===== config.mk =====
export PLATFORM = sky130hd
export DESIGN_NAME = qrr_queue
export DESIGN_NICKNAME = d
export VERILOG_FILES = /design/src/design/qrr_queue.sv
export SDC_FILE = /design/constraint.sdc
export NUM_CORES = 1
export LEC_CHECK = 0
export ABC_AREA = 1
export BUFFER_PORTS_ARGS = -buffer_cell sky130_fd_sc_hd__buf_2
export CORE_MARGIN = 4
export CORE_UTILIZATION = 55
export DETAILED_ROUTE_END_ITERATION = 16
export PLACE_DENSITY = 0.76
export SYNTH_ARGS = -nofsm -noshare
export SYNTH_HDL_FRONTEND = slang
export SYNTH_SLANG_ARGS = --single-unit
export TNS_END_PERCENT = 5

===== constraint.sdc =====
create_clock -name clk -period 4.4 [get_ports clk]
set_clock_uncertainty 0.05 [all_clocks]
set_input_delay 0.66 -clock clk [delete_from_list [all_inputs] [get_ports clk]]
set_output_delay 0.66 -clock clk [all_outputs]
set_load 0.02 [all_outputs]

===== src/design/qrr_queue.sv =====
// short fifo between front and back
module qrr_queue #(
  parameter int W = 8,
  parameter int DEPTH = 4,
  localparam int AW = $clog2(DEPTH)
) (
  input  logic         clk,
  input  logic         rst,
  input  logic         push,
  input  logic [W-1:0] push_data,
  input  logic         pop,
  output logic         not_empty,
  output logic [W-1:0] pop_data
);
  logic [W-1:0] mem [DEPTH];
  logic [AW-1:0] wp, rp;
  logic [AW:0] cnt;

  assign not_empty = cnt != '0;
  assign pop_data = mem[rp];

  always_ff @(posedge clk) begin
    if (push) mem[wp] <= push_data;
    if (rst) begin
      wp <= '0;
      rp <= '0;
      cnt <= '0;
    end else begin
      if (push) wp <= (wp == AW'(DEPTH - 1)) ? '0 : wp + 1'b1;
      if (pop) rp <= (rp == AW'(DEPTH - 1)) ? '0 : rp + 1'b1;
      cnt <= cnt + (AW+1)'(push) - (AW+1)'(pop);
    end
  end
endmodule


==> results of run 1 <==
## registers in the layout (all words and copies together) (netlist names), named ones only
register  cells
wp            2
rp            2
mem          32
cnt           3
## power groups by stage
stage	registers, W	clock network (W)	logic (W)
2_1_floorplan	0.000460	0	0.0000899
3_3_place_gp	0.000470	0	0.000106
3_5_place_dp	0.000472	0	0.000113
4_1_cts	0.000463	0.000250	0.000115
5_1_grt	0.000466	0.000271	0.000129
6_report	0.000462	0.000244	0.000113
## per-stage QoR
step	cells	setup slack (ps)
after floorplan	151	2570
after global placement	210	2260
after detailed placement	210	2150
after CTS	218	1760
after global routing	218	1550
final	218	1780
## cells in the final DEF (no fill, tap or decap), types with 6 or more instances in the layout
cell type and count:
a21oi_1 10, o21ai_0 6, nand2_1 25, edfxtp_1 32, buf_2 20, o211ai_1 6, inv_1 31, nor2_1 9
ha_1 7, dfxtp_1 9
## per-layer routing
metal | GRT usage, % | wire [um] | vias to the layer above
li1 | - | - | 541
met5 | 0 | 0 | -
met3 | 5.62 | 128 | 9
met2 | 26.8 | 1480 | 24
met1 | 16.0 | 1080 | 487
met4 | 8.18 | 75 | 0
## path summary, 6_finish.rpt
kind / from / endpoint / slack (ps) / cells past startpoint
max: register / pop_data[6] / 1780 / 4
min: rp[0] / rp[0] / 470 / 2
max reg2reg: cnt[0] / cnt[2] / 2730 / 8
min reg2reg: rp[0] / rp[0] / 470 / 2
## layout make-up
class	count	area, sq um	area share (%)
Timing Repair Buffer	20	100	5.19
Multi-Input combinational cell	74	429	22.3
Sequential cell	41	1140	59.2
Tap cell	44	55.1	2.86
Clock inverter	1	30.0	1.56
Clock buffer	7	55.1	2.86
Inverter	31	116	6.04
## kinds of logic after synthesis
family | share of synthesized area [%]
buf+inv | 9.71
simple gates | 7.91
fa+ha+maj | 6.19
flops | 65.6
compound gates | 10.6
## critical path, cell delays in order (launching register included)
cell and delay [ps]:
dfxtp_1 1000, nand2_1 180, o211ai_1 140, nand2_1 90, buf_2 160
## cells in the mapped netlist, drive strengths merged
cell type | count | area share (%)
a21oi | 11 | 3.4
buf | 5 | 3.0
dfxtp | 9 | 10
edfxtp | 32 | 55
fa | 1 | 1.2
ha | 7 | 5.0
inv | 31 | 6.7
nand2 | 25 | 5.4
nand3 | 2 | 0.58
nor2 | 9 | 1.9
o211ai | 8 | 4.0
o21ai | 11 | 3.2
==> impl_metrics.json, run 1 <==
{
  "status": "finished clean",
  "synthToLayoutAreaGrowth_pct": 10.8,
  "io_pins": 21,
  "p_switching_w": 0.000200,
  "die_y_um": 64.2,
  "cts_resized": 0,
  "hold_ws_ps": 473,
  "numPortBuffers": 20,
  "grt_first_pass_wirelength_um": 4620,
  "min_path_type": "reg2reg",
  "tightest_slew_ps": 1000,
  "required_ps": 3690,
  "sequentialPowerShare_pct": 56.4,
  "finalCritPeriodShare_pct": 59.5,
  "wirelength_um": 2770,
  "initial_utilization_pct": 57.4,
  "pwr-share-clk_pct": 29.8,
  "intPower_w": 0.000620,
  "seq_area_frac_synth_pct": 65.6,
  "cts_setup_buffers": 0,
  "layout-drive-gt1-share_pct": 17.2,
  "dpl_cell_area_sq_um": 1840,
  "yosysWarnings": 0,
  "cts_sinks": 41,
  "n_fill_cell": 252,
  "final_antenna_net_count": 0,
  "critPathMaxFanout": 32,
  "fin_nets": 193,
  "power_frac_comb_pct": 13.7,
  "fin_tns_setup_ps": 0,
  "p_sw_share_pct": 24.4,
  "drt_iter0_markers": 18,
  "cts_tree": "yes",
  "finalInstanceArea_sq_um": 1930,
  "h-tree-depth": 2,
  "path_class": "reg2out",
  "wire_per_inst_um": 12.7,
  "ys_ff_latch": 41,
  "rows": 20,
  "path_clk_slew_ps": 100,
  "grt_usage_pct": 15.4,
  "gp_congestion": 0.717,
  "synth_area_sq_um": 1740,
  "grt_max_degree": 33,
  "power_leakage_nw": 0.837,
  "grt_pass1_vias": 1066,
  "rsz0062_at_grt": "no",
  "viasPerCell": 4.87,
  "vias": 1061,
  "dieArea_sq_um": 4130,
  "maxSlewHeadroom_pct": 33.0,
  "dp_hpwl_um": 1950,
  "period_needed_ps": 2620,
  "drv_slew": 0,
  "syn_inst": 151,
  "n_antenna_cell": 0,
  "hold_viol_final": 0,
  "start_kind": "register",
  "coreArea_sq_um": 3030,
  "cts-root-buf": "clkbuf_4",
  "cp-end-kind": "output port",
  "postLayoutCoreUtil_pct": 63.6,
  "power_density_nw_per_um2": 425,
  "first_pass_iters": 4,
  "grt_overflow_total": 0,
  "setup_viol": 0,
  "arrival_ps": 1910,
  "clk_path_buf_depth": 2,
  "antenna_found_initial": 0,
  "fmax_mhz": 382,
  "ir_drop_v": 0.000290,
  "die_w_um": 64.2,
  "avgSynthCellArea_sq_um": 11.5,
  "drc": 0,
  "p_total_w": 0.000819,
  "cts_made_buffers": 5,
  "drv_cap": 0,
  "ctsHoldBuffers": 0,
  "syn-num-nets": 171,
  "clk_latency_ps": 330,
  "synth_cell_types": 16
}
No activity file was read; power rests on OpenSTA's default activity.
==> inputs of run 2 (changes only) <==
Settings changed: CORE_UTILIZATION 55 to 51, PLACE_DENSITY 0.76 to 0.74.
Clock period 4.4 ns to 2.4 ns, I/O delays scaled along.
==> run 2 against run 1 <==
  * Worst setup slack worse by 1400 ps
  * First-iteration DRC count increased by 100%
  * Die area is 6.9% higher
  * Cell count is 0.46% higher
  * Critical path depth increased by 1
  * Clock power up 28%
  * Power increased by 68%
  * Register-to-register slack worse by 2000 ps
  * Core utilization is 3.0 points lower
  * Largest cell class unchanged
  * Largest power group unchanged
==> impl_metrics.json, run 2 (synthesis results as in run 1) <==
{
  "slowest_delay_ps": 670,
  "min_path_type": "in2reg",
  "maxSlewHeadroom_pct": 58.9,
  "io_pins": 21,
  "fin_tns_setup_ps": 0,
  "status": "finished clean",
  "fmax_mhz": 492,
  "grt_first_pass_wirelength_um": 4380,
  "grt_pass1_vias": 1006,
  "power_leakage_nw": 0.832,
  "die_w_um": 66.4,
  "clk_path_buf_depth": 2,
  "cts_sinks": 41,
  "cp-end-kind": "output port",
  "rows": 20,
  "synthToLayoutAreaGrowth_pct": 10.0,
  "ir_drop_v": 0.000356,
  "rsz0062_at_grt": "no",
  "power_frac_comb_pct": 15.9,
  "setup_viol": 0,
  "tightest_slew_ps": 616,
  "timing.rr.end": "cnt[2]",
  "regMostFlops": "mem",
  "final_cell_mix": "32 x edfxtp_1, 31 x inv_1, 25 x nand2_1, 20 x buf_2, 10 x a21oi_1",
  "cts_setup_buffers": 0,
  "drv_slew": 0,
  "grt_overflow_total": 0,
  "vias": 1070,
  "final_common_cell": "edfxtp_1",
  "sequentialPowerShare_pct": 61.4,
  "r2r_cells": 8,
  "drc": 0,
  "first_pass_iters": 4,
  "largest_reg_flops": 32,
  "n_antenna_cell": 0,
  "reg_top3": "mem (32), cnt (3)",
  "pwr-share-clk_pct": 22.8,
  "p_switching_w": 0.000371,
  "slowest_stage": "dfxtp_1",
  "min_path_cells": 2,
  "ctsHoldBuffers": 0,
  "dieArea_sq_um": 4410,
  "numPortBuffers": 20,
  "start_kind": "register",
  "h-tree-depth": 2,
  "intPower_w": 0.00100,
  "cts_resized": 0,
  "critPathMaxFanout": 20,
  "period_needed_ps": 2030,
  "die_y_um": 66.4,
  "cts_tree": "yes",
  "drt_iter0_markers": 36,
  "power_density_nw_per_um2": 718,
  "whs_endpoint": "cnt[0]",
  "ff2ff_setup_slack_ps": 760,
  "layout-drive-gt1-share_pct": 17.7,
  "crit_chain": "buf_12 -> a21oi_1 -> o21ai_1 -> nand2_1 -> buf_2",
  "postLayoutCoreUtil_pct": 60.7,
  "required_ps": 1990,
  "dpl_cell_area_sq_um": 1860,
  "wire_per_inst_um": 12.6,
  "cts_made_buffers": 5,
  "hold_viol_final": 0,
  "clk_latency_ps": 330,
  "rr_startpoint": "cnt[0]",
  "dp_hpwl_um": 1970,
  "final_antenna_net_count": 0,
  "coreArea_sq_um": 3150,
  "finalInstanceArea_sq_um": 1910,
  "gp_congestion": 0.656,
  "viasPerCell": 4.89,
  "path_clk_slew_ps": 110,
  "finalCritPeriodShare_pct": 84.8,
  "initial_utilization_pct": 55.2,
  "antenna_found_initial": 0,
  "multi_input_area_sq_um": 429,
  "grt_max_degree": 21,
  "p_sw_share_pct": 27.0,
  "grt_usage_pct": 13.9,
  "hold_path.startpoint": "rst",
  "drv_cap": 0,
  "wirelength_um": 2750,
  "seq_area_sq_um": 1140,
  "fin_nets": 194,
  "path_class": "reg2out",
  "arrival_ps": 1620,
  "n_fill_cell": 276,
  "cts-root-buf": "clkbuf_4"
}
run 2: cell count changes in the layout (fill, tap and decap cells not counted), sizes merged:
cell | before | now
clkbuf | 7 | 6
buf | 20 | 21
bufinv | 1 | 0
clkinv | 0 | 2
run 2: power groups by stage:
stage	sequential (W)	combinational, W	clock (W)
floorplan	0.000844	0.000165	0
global placement	0.000856	0.000205	0
detailed placement	0.000859	0.000222	0
CTS	0.000843	0.000222	0.000330
global route	0.000848	0.000247	0.000363
finish	0.000843	0.000218	0.000313
run 2: routing by layer:
| metal | wire, um | GRT usage, % | vias to the layer above |
|---|---|---|---|
| met5 | 0 | 0 | - |
| met4 | 37 | 5.33 | 0 |
| met3 | 138 | 4.93 | 4 |
| met2 | 1450 | 25.7 | 24 |
| met1 | 1120 | 14.1 | 497 |
| li1 | - | - | 545 |
run 2: stage by stage:
stage	total power (W)	hold slack [ps]	setup WS (ps)	cells
final	0.00137	170	366	219
after global routing	0.00146	146	226	219
after CTS	0.00140	150	338	219
after detailed placement	0.00108	459	618	211
after global placement	0.00106	439	726	211
after floorplan	0.00101	377	870	151
run 2: area by class of cell:
class                      count  area share (%)
sequential                    41            59.6
multi-input combinational     74            22.4
timing repair buffer          21            6.28
inverter                      31            6.08
tap                           44            2.88
clock buffer                   6            2.16
clock inverter                 2           0.523
run 2: worst max path at each step:
stage             start           to  slack (ps)  depth (start not counted)
6_report       register  pop_data[5]         370                          5
5_1_grt        register  pop_data[6]         230                          5
4_1_cts        register  pop_data[0]         340                          4
3_5_place_dp        pop       cnt[2]         620                          8
3_3_place_gp        pop       cnt[2]         730                          8
2_1_floorplan       pop       cnt[2]         870                          7
run 2: worst max-delay path: cells and delay by family, from the launching register on:
kind,cells,cell delay (ps)
flip-flops,1,670
AND/OR/NAND/NOR,1,70
buffers and inverters,2,380
AO/OA/AOI/OAI,2,170
==> inputs of run 3 (changes only) <==
Settings changed: ABC_AREA 1 to 0, CORE_UTILIZATION 51 to 55, PLACE_DENSITY 0.74 to 0.77.
Clock period 2.4 ns to 1.9 ns, I/O delays scaled along.
==> run 3 against run 2 <==
  * Final area down 4.8%
  * Wire length down 15%
  * Sequential cell count unchanged
  * Core utilization up 5.3 points
  * Sequential power up 26%
  * Sequential share of layout area up 3.1 points
  * Register-to-register slack worse by 490 ps
  * Non-clock buffer count unchanged
  * Worst setup slack worse by 310 ps
  * Critical path type unchanged
==> impl_metrics.json, run 3 <==
{
  "whs_endpoint": "mem[3][5]",
  "critPathMaxFanout": 8,
  "cts_tree": "yes",
  "synth_top_cell_by_area": "edfxtp_1",
  "fin_nets": 129,
  "numPortBuffers": 20,
  "n_antenna_cell": 0,
  "fmax_mhz": 541,
  "ff2ff_setup_slack_ps": 270,
  "vias": 764,
  "syn-num-nets": 103,
  "power_leakage_nw": 0.684,
  "path_clk_slew_ps": 120,
  "grt_overflow_total": 0,
  "cts_sinks": 41,
  "required_ps": 1560,
  "wirelength_um": 2330,
  "ctsHoldBuffers": 0,
  "antenna_found_initial": 0,
  "rr_startpoint": "cnt[0]",
  "synth_edf_count": 32,
  "dieArea_sq_um": 3830,
  "final_common_cell": "edfxtp_1",
  "synthToLayoutAreaGrowth_pct": 13.8,
  "synth_top_area_share_pct": 60.1,
  "min_path_type": "in2reg",
  "final_cell_mix": "32 x edfxtp_1, 19 x buf_2, 8 x mux4_2, 8 x dfxtp_1, 7 x ha_1",
  "drv_slew": 0,
  "grt_first_pass_wirelength_um": 3750,
  "maxSlewHeadroom_pct": 71.5,
  "routedLengthMet1_um": 940,
  "layout-drive-gt1-share_pct": 33.6,
  "cp-end-kind": "output port",
  "hold_ws_ps": 89.6,
  "cts_made_buffers": 5,
  "yosysWarnings": 0,
  "rsz0062_at_grt": "yes",
  "path_class": "reg2out",
  "syn_inst": 83,
  "largest_reg_flops": 32,
  "avgSynthCellArea_sq_um": 19.3,
  "drt_iter0_markers": 16,
  "timing.rr.end": "cnt[2]",
  "die_w_um": 61.9,
  "regMostFlops": "mem",
  "coreArea_sq_um": 2760,
  "slowest_stage": "mux4_2",
  "arrival_ps": 1510,
  "seq_area_frac_synth_pct": 71.4,
  "ys_ff_latch": 41,
  "power_density_nw_per_um2": 1000,
  "fin_tns_setup_ps": 0,
  "gp_congestion": 0.623,
  "hold_path.startpoint": "push_data[5]",
  "reg_top3": "mem (32), cnt (3)",
  "grt_usage_pct": 14.7,
  "period_needed_ps": 1850,
  "synth_top_cells_by_count": "32 x edfxtp_1, 9 x dfxtp_1, 8 x mux4_2",
  "viasPerCell": 5.42,
  "synth_cell_types": 17,
  "ir_drop_v": 0.000826,
  "slowest_delay_ps": 520,
  "drc": 0,
  "grt_pass1_vias": 800,
  "crit_chain": "buf_12 -> mux4_2 -> buf_6",
  "routed.top_layer": "met4",
  "route.met2.wl_um": 1210,
  "synth.most_common_cell": "edfxtp_1",
  "cp.buffers_inverters": 2,
  "met3_length_um": 140,
  "synthTopCellsByArea": "edfxtp_1 60%, dfxtp_1 11%, mux4_2 11%, ha_1 5.5%, and2_1 1.6%",
  "wire_per_inst_um": 16.6,
  "cts-root-buf": "clkbuf_4",
  "setup_viol": 0,
  "min_path_cells": 1,
  "grt_max_degree": 14,
  "hold_viol_final": 0,
  "clk_path_buf_depth": 2,
  "crit_family": "multiplexers",
  "cts_resized": 3,
  "h-tree-depth": 2,
  "initial_utilization_pct": 58.0,
  "drv_cap": 0,
  "die_y_um": 61.9,
  "rows": 19,
  "synthArstFlopShare_pct": 0,
  "start_kind": "register",
  "status": "finished clean",
  "finalCritPeriodShare_pct": 97.3,
  "dp_hpwl_um": 1650,
  "r2r_cells": 8,
  "ys.flop_type": "edfxtp_1",
  "tightest_slew_ps": 428,
  "synth_area_sq_um": 1600,
  "first_pass_iters": 4,
  "clk_latency_ps": 350,
  "final_antenna_net_count": 0,
  "io_pins": 21,
  "cts_setup_buffers": 0
}
run 3: changes by cell type after synthesis, moves of 6 or more:
cell / delta
a21oi_1: -8
o21ai_0: -6
o211ai_1: -6
inv_1: -26
nand2_1: -25
mux4_2: +8
run 3: kinds of logic after synthesis:
kind of cell | Yosys count | share of synthesized area (%)
AO/OA/AOI/OAI | 2 | 0.626
XOR/XNOR | 1 | 1.41
adder cells (fa/ha/maj) | 8 | 6.73
buffers and inverters | 7 | 2.19
flip-flops | 41 | 71.4
multiplexers | 10 | 12.5
AND/OR/NAND/NOR | 14 | 5.16
run 3: worst max-delay path by stage:
stage | depth (start not counted) | slack, ps | end
6_report | 3 | 50 | pop_data[1]
3_3_place_gp | 8 | 240 | cnt[2]
3_5_place_dp | 8 | 200 | cnt[2]
4_1_cts | 3 | 4 | pop_data[1]
2_1_floorplan | 8 | 360 | cnt[2]
5_1_grt | 3 | 0.3 | pop_data[4]
run 3: final cells by class:
type	instances	area [sq um]
Sequential cell	41	1140
Fill cell	200	937
Multi-Input combinational cell	35	423
Timing Repair Buffer	21	126
Clock buffer	7	66.3
Tap cell	31	38.8
Inverter	5	18.8
Clock inverter	1	5.00
run 3: per-layer routing:
layer  track usage (%)  vias up
met5                 0        -
met4              8.18        0
met3              4.34        5
met2              24.2       26
met1              17.3      369
li1                  -      364
run 3: report_power, final:
| group | total, W | switching [W] | internal, W |
|---|---|---|---|
| Sequential | 0.00106 | 0.0000322 | 0.00102 |
| Clock | 0.000492 | 0.000269 | 0.000223 |
| Combinational | 0.000272 | 0.000130 | 0.000142 |
run 3: worst register-to-register path, stage by stage, from the launching register on:
cell and delay [ps]:
dfxtp_1 340, inv_1 50, ha_1 270, inv_1 60, ha_1 130, inv_1 40, fa_1 370, xnor3_1 200
nor2_1 40
run 3: stage by stage:
stage	instance area [sq um]	cells	util, %	worst slack (ps)	total power [W]
finish	1820	141	66.0	51.2	0.00182
global route	1820	141	66.0	0.318	0.00190
CTS	1810	141	65.6	3.84	0.00183
detailed placement	1730	133	62.7	197	0.00134
global placement	1730	133	62.7	242	0.00133
floorplan	1600	83	-	360	0.00126
